File: config.mk
export PLATFORM = sky130hd
export DESIGN_NAME = aesbcm_front_flat
export DESIGN_NICKNAME = d
export VERILOG_FILES = /design/src/hdl/aesbcm_pkg.sv /design/src/hdl/aesbcm_if.sv /design/src/hdl/aesbcm_front.sv /design/src/flat_wrapper.sv
export SDC_FILE = /design/constraint.sdc
export NUM_CORES = 1
export LEC_CHECK = 0
export BUFFER_PORTS_ARGS = -buffer_cell sky130_fd_sc_hd__buf_2
export CAP_MARGIN = 5
export CORE_MARGIN = 5
export CORE_UTILIZATION = 50
export CTS_CLUSTER_DIAMETER = 30
export DETAILED_ROUTE_END_ITERATION = 10
export GPL_TIMING_DRIVEN = 1
export PLACE_DENSITY = 0.77
export SETUP_SLACK_MARGIN = 0.5
export SYNTH_ARGS = -nofsm -noshare
export SYNTH_HDL_FRONTEND = slang
export SYNTH_SLANG_ARGS = --single-unit
File: constraint.sdc
create_clock -name clk -period 7.4 [get_ports clk]
set_clock_uncertainty 0.05 [all_clocks]
set_input_delay 1.48 -clock clk [delete_from_list [all_inputs] [get_ports clk]]
set_output_delay 1.48 -clock clk [all_outputs]
set_load 0.005 [all_outputs]
File: src/hdl/aesbcm_pkg.sv
// Shared types, codes, constants and AES round functions for the AES modes core.
// No dependencies; the front end, back end and top level import this package.
package aesbcm_pkg;

    localparam int COLUMNS     = 4;
    localparam int BLOCK_BYTES = 16;
    localparam int BLOCK_W     = 8 * BLOCK_BYTES;
    localparam int KEY_W       = 256;
    localparam int RK_ROWS     = 16;

    localparam logic [63:0] NONCE_HI = 64'h0001020304050607;

    localparam logic [3:0] NR_128 = 4'd10;
    localparam logic [3:0] NR_192 = 4'd12;
    localparam logic [3:0] NR_256 = 4'd14;
    localparam logic [3:0] NK_128 = 4'd4;
    localparam logic [3:0] NK_192 = 4'd6;
    localparam logic [3:0] NK_256 = 4'd8;

    localparam logic [1:0] KSZ_128 = 2'd0;
    localparam logic [1:0] KSZ_192 = 2'd1;

    localparam logic [2:0] CFG_KEY_SIZE = 3'd0;
    localparam logic [2:0] CFG_MODE     = 3'd1;
    localparam logic [2:0] CFG_SEGMENT  = 3'd2;
    localparam logic [2:0] CFG_KEY_W0   = 3'd3;
    localparam logic [2:0] CFG_KEY_W3   = 3'd6;

    localparam logic [3:0] MODE_ECB_ENC = 4'd0;
    localparam logic [3:0] MODE_ECB_DEC = 4'd1;
    localparam logic [3:0] MODE_CBC_ENC = 4'd2;
    localparam logic [3:0] MODE_CBC_DEC = 4'd3;
    localparam logic [3:0] MODE_CFB_ENC = 4'd4;
    localparam logic [3:0] MODE_CFB_DEC = 4'd5;
    localparam logic [3:0] MODE_OFB_ENC = 4'd6;
    localparam logic [3:0] MODE_OFB_DEC = 4'd7;
    localparam logic [3:0] MODE_CTR     = 4'd8;

    localparam logic REQ_DATA = 1'b0;

    typedef enum logic [1:0] {
        OP_LOAD_IV = 2'd0,
        OP_CTR_RST = 2'd1,
        OP_DATA    = 2'd2
    } op_t;

    typedef struct packed {
        logic [1:0]       key_size;
        logic [3:0]       mode;
        logic [4:0]       segment;
        logic [KEY_W-1:0] key;
    } cfg_t;

    typedef struct packed {
        op_t                op;
        logic [BLOCK_W-1:0] data;
    } q_entry_t;

    typedef struct packed {
        logic       in_round;
        logic       keys_ready;
        logic [3:0] rnd;
        logic [3:0] nr;
    } core_stat_t;

    localparam logic [7:0] SBOX [256] = '{
        8'h63,8'h7c,8'h77,8'h7b,8'hf2,8'h6b,8'h6f,8'hc5,8'h30,8'h01,8'h67,8'h2b,8'hfe,8'hd7,8'hab,8'h76,
        8'hca,8'h82,8'hc9,8'h7d,8'hfa,8'h59,8'h47,8'hf0,8'had,8'hd4,8'ha2,8'haf,8'h9c,8'ha4,8'h72,8'hc0,
        8'hb7,8'hfd,8'h93,8'h26,8'h36,8'h3f,8'hf7,8'hcc,8'h34,8'ha5,8'he5,8'hf1,8'h71,8'hd8,8'h31,8'h15,
        8'h04,8'hc7,8'h23,8'hc3,8'h18,8'h96,8'h05,8'h9a,8'h07,8'h12,8'h80,8'he2,8'heb,8'h27,8'hb2,8'h75,
        8'h09,8'h83,8'h2c,8'h1a,8'h1b,8'h6e,8'h5a,8'ha0,8'h52,8'h3b,8'hd6,8'hb3,8'h29,8'he3,8'h2f,8'h84,
        8'h53,8'hd1,8'h00,8'hed,8'h20,8'hfc,8'hb1,8'h5b,8'h6a,8'hcb,8'hbe,8'h39,8'h4a,8'h4c,8'h58,8'hcf,
        8'hd0,8'hef,8'haa,8'hfb,8'h43,8'h4d,8'h33,8'h85,8'h45,8'hf9,8'h02,8'h7f,8'h50,8'h3c,8'h9f,8'ha8,
        8'h51,8'ha3,8'h40,8'h8f,8'h92,8'h9d,8'h38,8'hf5,8'hbc,8'hb6,8'hda,8'h21,8'h10,8'hff,8'hf3,8'hd2,
        8'hcd,8'h0c,8'h13,8'hec,8'h5f,8'h97,8'h44,8'h17,8'hc4,8'ha7,8'h7e,8'h3d,8'h64,8'h5d,8'h19,8'h73,
        8'h60,8'h81,8'h4f,8'hdc,8'h22,8'h2a,8'h90,8'h88,8'h46,8'hee,8'hb8,8'h14,8'hde,8'h5e,8'h0b,8'hdb,
        8'he0,8'h32,8'h3a,8'h0a,8'h49,8'h06,8'h24,8'h5c,8'hc2,8'hd3,8'hac,8'h62,8'h91,8'h95,8'he4,8'h79,
        8'he7,8'hc8,8'h37,8'h6d,8'h8d,8'hd5,8'h4e,8'ha9,8'h6c,8'h56,8'hf4,8'hea,8'h65,8'h7a,8'hae,8'h08,
        8'hba,8'h78,8'h25,8'h2e,8'h1c,8'ha6,8'hb4,8'hc6,8'he8,8'hdd,8'h74,8'h1f,8'h4b,8'hbd,8'h8b,8'h8a,
        8'h70,8'h3e,8'hb5,8'h66,8'h48,8'h03,8'hf6,8'h0e,8'h61,8'h35,8'h57,8'hb9,8'h86,8'hc1,8'h1d,8'h9e,
        8'he1,8'hf8,8'h98,8'h11,8'h69,8'hd9,8'h8e,8'h94,8'h9b,8'h1e,8'h87,8'he9,8'hce,8'h55,8'h28,8'hdf,
        8'h8c,8'ha1,8'h89,8'h0d,8'hbf,8'he6,8'h42,8'h68,8'h41,8'h99,8'h2d,8'h0f,8'hb0,8'h54,8'hbb,8'h16};

    localparam logic [7:0] INV_SBOX [256] = '{
        8'h52,8'h09,8'h6a,8'hd5,8'h30,8'h36,8'ha5,8'h38,8'hbf,8'h40,8'ha3,8'h9e,8'h81,8'hf3,8'hd7,8'hfb,
        8'h7c,8'he3,8'h39,8'h82,8'h9b,8'h2f,8'hff,8'h87,8'h34,8'h8e,8'h43,8'h44,8'hc4,8'hde,8'he9,8'hcb,
        8'h54,8'h7b,8'h94,8'h32,8'ha6,8'hc2,8'h23,8'h3d,8'hee,8'h4c,8'h95,8'h0b,8'h42,8'hfa,8'hc3,8'h4e,
        8'h08,8'h2e,8'ha1,8'h66,8'h28,8'hd9,8'h24,8'hb2,8'h76,8'h5b,8'ha2,8'h49,8'h6d,8'h8b,8'hd1,8'h25,
        8'h72,8'hf8,8'hf6,8'h64,8'h86,8'h68,8'h98,8'h16,8'hd4,8'ha4,8'h5c,8'hcc,8'h5d,8'h65,8'hb6,8'h92,
        8'h6c,8'h70,8'h48,8'h50,8'hfd,8'hed,8'hb9,8'hda,8'h5e,8'h15,8'h46,8'h57,8'ha7,8'h8d,8'h9d,8'h84,
        8'h90,8'hd8,8'hab,8'h00,8'h8c,8'hbc,8'hd3,8'h0a,8'hf7,8'he4,8'h58,8'h05,8'hb8,8'hb3,8'h45,8'h06,
        8'hd0,8'h2c,8'h1e,8'h8f,8'hca,8'h3f,8'h0f,8'h02,8'hc1,8'haf,8'hbd,8'h03,8'h01,8'h13,8'h8a,8'h6b,
        8'h3a,8'h91,8'h11,8'h41,8'h4f,8'h67,8'hdc,8'hea,8'h97,8'hf2,8'hcf,8'hce,8'hf0,8'hb4,8'he6,8'h73,
        8'h96,8'hac,8'h74,8'h22,8'he7,8'had,8'h35,8'h85,8'he2,8'hf9,8'h37,8'he8,8'h1c,8'h75,8'hdf,8'h6e,
        8'h47,8'hf1,8'h1a,8'h71,8'h1d,8'h29,8'hc5,8'h89,8'h6f,8'hb7,8'h62,8'h0e,8'haa,8'h18,8'hbe,8'h1b,
        8'hfc,8'h56,8'h3e,8'h4b,8'hc6,8'hd2,8'h79,8'h20,8'h9a,8'hdb,8'hc0,8'hfe,8'h78,8'hcd,8'h5a,8'hf4,
        8'h1f,8'hdd,8'ha8,8'h33,8'h88,8'h07,8'hc7,8'h31,8'hb1,8'h12,8'h10,8'h59,8'h27,8'h80,8'hec,8'h5f,
        8'h60,8'h51,8'h7f,8'ha9,8'h19,8'hb5,8'h4a,8'h0d,8'h2d,8'he5,8'h7a,8'h9f,8'h93,8'hc9,8'h9c,8'hef,
        8'ha0,8'he0,8'h3b,8'h4d,8'hae,8'h2a,8'hf5,8'hb0,8'hc8,8'heb,8'hbb,8'h3c,8'h83,8'h53,8'h99,8'h61,
        8'h17,8'h2b,8'h04,8'h7e,8'hba,8'h77,8'hd6,8'h26,8'he1,8'h69,8'h14,8'h63,8'h55,8'h21,8'h0c,8'h7d};

    function automatic logic [7:0] xt(input logic [7:0] a);
        return {a[6:0], 1'b0} ^ (a[7] ? 8'h1b : 8'h00);
    endfunction

    function automatic logic [31:0] sub_word(input logic [31:0] w);
        return {SBOX[w[31:24]], SBOX[w[23:16]], SBOX[w[15:8]], SBOX[w[7:0]]};
    endfunction

    // byte k of a block sits in bits [127-8k -: 8]
    function automatic logic [BLOCK_W-1:0] sub_bytes(input logic [BLOCK_W-1:0] b, input logic inv);
        logic [BLOCK_W-1:0] t;
        t = '0;
        for (int k = 0; k < BLOCK_BYTES; k++) begin
            t[BLOCK_W-1-8*k -: 8] = inv ? INV_SBOX[b[BLOCK_W-1-8*k -: 8]]
                                        : SBOX[b[BLOCK_W-1-8*k -: 8]];
        end
        return t;
    endfunction

    function automatic logic [BLOCK_W-1:0] shift_rows(input logic [BLOCK_W-1:0] b, input logic inv);
        logic [BLOCK_W-1:0] t;
        int src;
        t = '0;
        for (int c = 0; c < COLUMNS; c++) begin
            for (int r = 0; r < 4; r++) begin
                src = inv ? (((c + 4 - r) % 4) * 4 + r) : (((c + r) % 4) * 4 + r);
                t[BLOCK_W-1-8*(c*4+r) -: 8] = b[BLOCK_W-1-8*src -: 8];
            end
        end
        return t;
    endfunction

    function automatic logic [BLOCK_W-1:0] mix_columns(input logic [BLOCK_W-1:0] b, input logic inv);
        logic [BLOCK_W-1:0] t;
        logic [7:0] a [4];
        logic [7:0] m2 [4];
        logic [7:0] m4 [4];
        logic [7:0] m8 [4];
        logic [7:0] f0 [4];
        logic [7:0] f1 [4];
        logic [7:0] f2 [4];
        logic [7:0] f3 [4];
        t = '0;
        for (int c = 0; c < COLUMNS; c++) begin
            for (int r = 0; r < 4; r++) begin
                a[r]  = b[BLOCK_W-1-8*(c*4+r) -: 8];
                m2[r] = xt(a[r]);
                m4[r] = xt(m2[r]);
                m8[r] = xt(m4[r]);
                // f0..f3 are the products by the matrix's four coefficients
                f0[r] = inv ? (m8[r] ^ m4[r] ^ m2[r]) : m2[r];
                f1[r] = inv ? (m8[r] ^ m2[r] ^ a[r]) : (m2[r] ^ a[r]);
                f2[r] = inv ? (m8[r] ^ m4[r] ^ a[r]) : a[r];
                f3[r] = inv ? (m8[r] ^ a[r]) : a[r];
            end
            for (int r = 0; r < 4; r++) begin
                t[BLOCK_W-1-8*(c*4+r) -: 8] = f0[r] ^ f1[(r+1)%4] ^ f2[(r+2)%4] ^ f3[(r+3)%4];
            end
        end
        return t;
    endfunction

endpackage

File: src/hdl/aesbcm_if.sv
// Handshake channel interfaces of the AES modes core: input words, result words, config writes.
// Depends on nothing; the payload widths follow the block's field list.
interface aesbcm_in_if;
    logic        valid;
    logic        ready;
    logic        req_type;
    logic [63:0] data_hi;
    logic [63:0] data_lo;
    modport source (output valid, req_type, data_hi, data_lo, input ready);
    modport sink (input valid, req_type, data_hi, data_lo, output ready);
endinterface


File: src/hdl/aesbcm_front.sv
// Front end: accepts input words, classifies them by mode and queues them for the back end.
// Depends on aesbcm_pkg and aesbcm_in_if.
module aesbcm_front (
    input  logic                 clk,
    input  logic                 rst_n,
    input  logic [3:0]           mode,
    aesbcm_in_if.sink            din,
    output aesbcm_pkg::q_entry_t q_data,
    output logic                 q_valid,
    input  logic                 q_pop,
    output logic [1:0]           q_count
);
    import aesbcm_pkg::*;

    q_entry_t   q_reg [2];
    logic       wr_ptr_reg, wr_ptr_next;
    logic       rd_ptr_reg, rd_ptr_next;
    logic [1:0] cnt_reg, cnt_next;
    logic       acc;
    logic       push;
    q_entry_t   ent;

    assign din.ready = (cnt_reg != 2'd2);
    assign acc       = din.valid && din.ready;

    // data words in an unused mode produce nothing and are dropped here
    always_comb
    begin
        ent.data = {din.data_hi, din.data_lo};
        push     = acc;
        if (din.req_type != REQ_DATA)
        begin
            ent.op = (mode == MODE_CTR) ? OP_CTR_RST : OP_LOAD_IV;
        end
        else
        begin
            ent.op = OP_DATA;
            push   = acc && (mode <= MODE_CTR);
        end
    end

    always_comb
    begin
        wr_ptr_next = push ? ~wr_ptr_reg : wr_ptr_reg;
        rd_ptr_next = q_pop ? ~rd_ptr_reg : rd_ptr_reg;
        cnt_next    = cnt_reg + {1'b0, push} - {1'b0, q_pop};
    end

    always_ff @(posedge clk or negedge rst_n)
    begin
        if (!rst_n)
        begin
            wr_ptr_reg <= 1'b0;
            rd_ptr_reg <= 1'b0;
            cnt_reg    <= 2'd0;
        end
        else
        begin
            wr_ptr_reg <= wr_ptr_next;
            rd_ptr_reg <= rd_ptr_next;
            cnt_reg    <= cnt_next;
        end
    end

    always_ff @(posedge clk)
    begin
        if (push)
        begin
            q_reg[wr_ptr_reg] <= ent;
        end
    end

    assign q_data  = q_reg[rd_ptr_reg];
    assign q_valid = (cnt_reg != 2'd0);
    assign q_count = cnt_reg;

endmodule

File: src/flat_wrapper.sv
// flat-port wrapper written by rule: the top's interface ports become plain ports
module aesbcm_front_flat import aesbcm_pkg::*;
  (clk, rst_n, mode, q_data, q_valid, q_pop, q_count, din_valid, din_req_type, din_data_hi, din_data_lo, din_ready);
  aesbcm_in_if din_i ();
  input  logic clk;
  input  logic rst_n;
  input  logic [3:0] mode;
  output aesbcm_pkg::q_entry_t q_data;
  output logic q_valid;
  input  logic q_pop;
  output logic [1:0] q_count;
  input wire logic [$bits(din_i.valid)-1:0] din_valid;
  input wire logic [$bits(din_i.req_type)-1:0] din_req_type;
  input wire logic [$bits(din_i.data_hi)-1:0] din_data_hi;
  input wire logic [$bits(din_i.data_lo)-1:0] din_data_lo;
  output wire logic [$bits(din_i.ready)-1:0] din_ready;
  assign din_i.valid = din_valid;
  assign din_i.req_type = din_req_type;
  assign din_i.data_hi = din_data_hi;
  assign din_i.data_lo = din_data_lo;
  assign din_ready = din_i.ready;
  aesbcm_front u_core (.clk(clk), .rst_n(rst_n), .mode(mode), .din(din_i), .q_data(q_data), .q_valid(q_valid), .q_pop(q_pop), .q_count(q_count));
endmodule
---- After elaboration in Yosys (flattened, before gate mapping) ----
Memory sizes are Yosys's and may differ from the RTL's.
Cells that the tools add are included.
Widths: inputs -> output; s select.
cells by class
  add/subtract/negate cells ............... 2
  order comparisons ....................... 1
  equal/unequal tests ..................... 2
  muxes and demuxes ....................... 5
  bitwise logic cells ..................... 2
  reductions and logical operators ........ 3
operators with widths
  cell                count
  $eq 4x4->1 const B  1
  $le 4x4->1 const B  1
  $mux 1              4
  $add 2x1->2         1
  $logic_and 1x1->1   2
  $mux 2              1
  $ne 2x2->1 const B  1
  $not 1->1           2
  $reduce_bool 2->1   1
  $sub 2x1->2         1
word-level totals
  flip-flop bits (word level) ............. 4
  RAM bits ................................ 260
  output and inout port bits .............. 134
  memories kept ........................... 1
memory list
  memory        depth  bits a word  read ports  clocked after memory_dff  wr ports  RTL line            source
  u_core.q_reg  2      130          1           0                         1         aesbcm_front.sv:15  q_entry_t q_reg [2];

---- Logic depth before layout (Yosys ltp) ----
  word-level depth ........................ 6
  gate-level depth with buffers ........... 6
  mapped depth without buffers ............ 6

---- Least setup slack after synthesis ----
Ideal clock, no wire load.
  path kind ............................... input to register
  from .................................... input port mode[0]
  to ...................................... memory u_core.q_reg[0][0] (netlist bit), enable pin
  arrival time ............................ 7.279 ns
  setup slack ............................. -0.550 ns
  stages on the path ...................... 3
  buffers on the path ..................... 0
  path through ............................ nor3_4 o311ai_4 nor2_1
on the way
  longest elaborated chain between the ends .. 5
ends and longest elaborated chain
  what                          RTL line            source
  start: declaration            flat_wrapper.sv:7   input logic [3:0] mode;
  $le 4x4->1                    aesbcm_front.sv:38  push = acc && (mode <= MODE_CTR);
  $logic_and 1x1->1             aesbcm_front.sv:38
  $mux 1                        aesbcm_front.sv:31  if (din.req_type != REQ_DATA)
  $mux 1                        aesbcm_front.sv:67  if (push)
  $mux 1 (not written as such)  aesbcm_front.sv:69  q_reg[wr_ptr_reg] <= ent;
  end: declaration              aesbcm_front.sv:15
No other way between the ends.

==> results_dict.tcl <==
set metrics [dict create \
    outcome "completed" \
    via_per_inst 4.93 \
    yosysSeqAreaShare 0.817 \
    area_growth_pct 32.5 \
    max_stage_delay_ps 1040 \
    path_max_fanout 72 \
    synth_nets 567 \
    drc 0 \
    postLayoutCellArea_sq_um 12800 \
    wl_per_cell_um 18.8 \
    port_buffers 270 \
    cp_cell_sequence "buf_4, mux2_2, buf_2" \
    path_buf_inv 2 \
    min_period_ps 4430 \
    slew_violations 0 \
    grt_busiest_layer "met2" \
    syn_inst 429 \
    grt_pass1_wl_mm 29.0 \
    dieHeight_um 149 \
    clockBufferDepth 3 \
    end_kind "output port" \
    core_area_sq_um 18900 \
    drive_gt1_frac 0.620 \
    clk_pin_slew_worst_paths_ps 50 \
    cts_setup_buffers 0 \
    place.gp.congestion 0.774 \
    pre_cts_ws_ps 3440 \
    yosysTopAreaCell "edfxtp_1" \
    hold_buffers 0 \
    cts_tree "yes" \
    insertedDiodeCount 0 \
    ir_drop_v 0.000302 \
    yosysMostFrequentCell "edfxtp_1" \
    synth-seq-cells 264 \
    cts_buffers 45 \
    met3_usage 0.0486 \
    powerDensity_nw_per_um2 410 \
    cap_violations 0 \
    period_share 0.599 \
    start_kind "flop" \
    rr_worst_depth 5 \
    syn_area_per_cell_sq_um 22.5 \
    synth_area_leaders "edfxtp_1, mux2_2, buf_6, dfrtp_1, o311ai_4" \
    place_area_sq_um 11300 \
    grt_max_degree 113 \
    fin_ws_ps 2970 \
    fp-row-count 50 \
    async_flop_share 0.0152 \
    synth_top_area_share 0.807 \
    synth_edf_count 260 \
    overflow 0 \
    cp.arrival_ps 2900 \
    yosys_warnings 0 \
    final_antenna_net_count 0 \
    nFillCells 1273 \
    die_area_sq_um 22200 \
    whs_ps 499 \
    setup_viol 0 \
    max_freq_mhz 226 \
    clockRootBuffer "clkbuf_16" \
    tns_ps 0 \
    insertion_delay_ps 510 \
    crit_type "flop to output port" \
    vias 5087 \
    crit_cells 3 \
    cts_resized 0 \
    drtPass1Iterations 4 \
    start_util 0.512 \
    ys_top_cells_by_count "edfxtp_1, mux2_2, buf_6, buf_2, inv_1" \
    cts_sinks 264 \
    p_leak_uw 0.00486 \
    cp_slowest_cell "dfrtp_4" \
    ios 271 \
    synthFlopType "edfxtp_1" \
    gr-usage-met1 0.195 \
    place_hpwl_mm 12.6 \
    syn_area_sq_um 9670 \
    antenna_found_initial 1 \
    rsz0062_at_grt "no" \
    fin_nets 873 \
    hold_violations 0 \
    cpLargestDelayFamily "flip-flops" \
    hp-class "flop to flop" \
    largest_reg_flops 260 \
    tightest_slew_ps 971 \
    htree_levels 2 \
    grt_use_met2 0.298 \
    drtIter0Drc 189 \
    grt_use_total 0.169 \
    ys_types 17 \
    die_width_um 149 \
    drt_wl_total_mm 19.4 \
    grt_pass1_vias 5676 \
    slew_headroom 0.353 \
    required_ps 5870 \
    utilization 0.678 \
    hold_path_depth 1 \
]
## final timing paths
kind,start,to,slack [ps]
min,u_core.wr_ptr_reg,u_core.wr_ptr_reg,500
min in group asynchronous,rst_n,u_core.q_count[0],730
max reg2reg,u_core.q_count[0],u_core.q_reg[0][70],4920
max in group asynchronous,rst_n,u_core.rd_ptr_reg,6420
min reg2reg,u_core.wr_ptr_reg,u_core.wr_ptr_reg,500
max,u_core.rd_ptr_reg,q_data[72],2970
## through the flow
stage	total power (uW)	cells
detailed placement	3250	948
global placement	3210	948
finish	5260	1032
global route	5490	1032
CTS	5330	1032
floorplan	2840	429
## power by group
part	leakage (uW)	switching [uW]	internal [uW]
sequential	0.00244	142	1980
clock	0.000745	638	1410
combinational	0.00167	524	571
## cells in the final DEF (no fill, tap or decap), drive strengths merged, types with 3 or more instances in the layout
cell,instances
clkinv,15
clkbuf,58
inv,6
clkinvlp,3
bufinv,7
edfxtp,260
mux2,130
xnor2,3
buf,274
dfrtp,4
## cells by family (layout without fill, tap and decap cells)
family | count (synthesis) | count (layout) | synth area share
fa+ha+maj | 1 | 1 | 0.00129
compound gates | 2 | 2 | 0.00440
buf+inv | 20 | 363 | 0.0162
xor+xnor | 4 | 4 | 0.00362
flops | 264 | 264 | 0.817
mux | 131 | 131 | 0.152
simple gates | 7 | 7 | 0.00466
## area by class of cell
class,count,area [sq um],area share
multi-input combinational,145,1620,0.127
timing repair buffer,274,1390,0.109
clock inverter,26,312,0.0243
clock buffer,58,1230,0.0958
tap,260,325,0.0254
inverter,5,18.8,0.00146
sequential,264,7910,0.617
## layer usage
| metal | vias to the layer above | part of all wire |
|---|---|---|
| met5 | - | 0.00057 |
| met3 | 38 | 0.073 |
| met1 | 2496 | 0.37 |
| li1 | 2341 | - |
| met4 | 2 | 0.025 |
| met2 | 210 | 0.53 |
(Power assumes the default switching activity.)
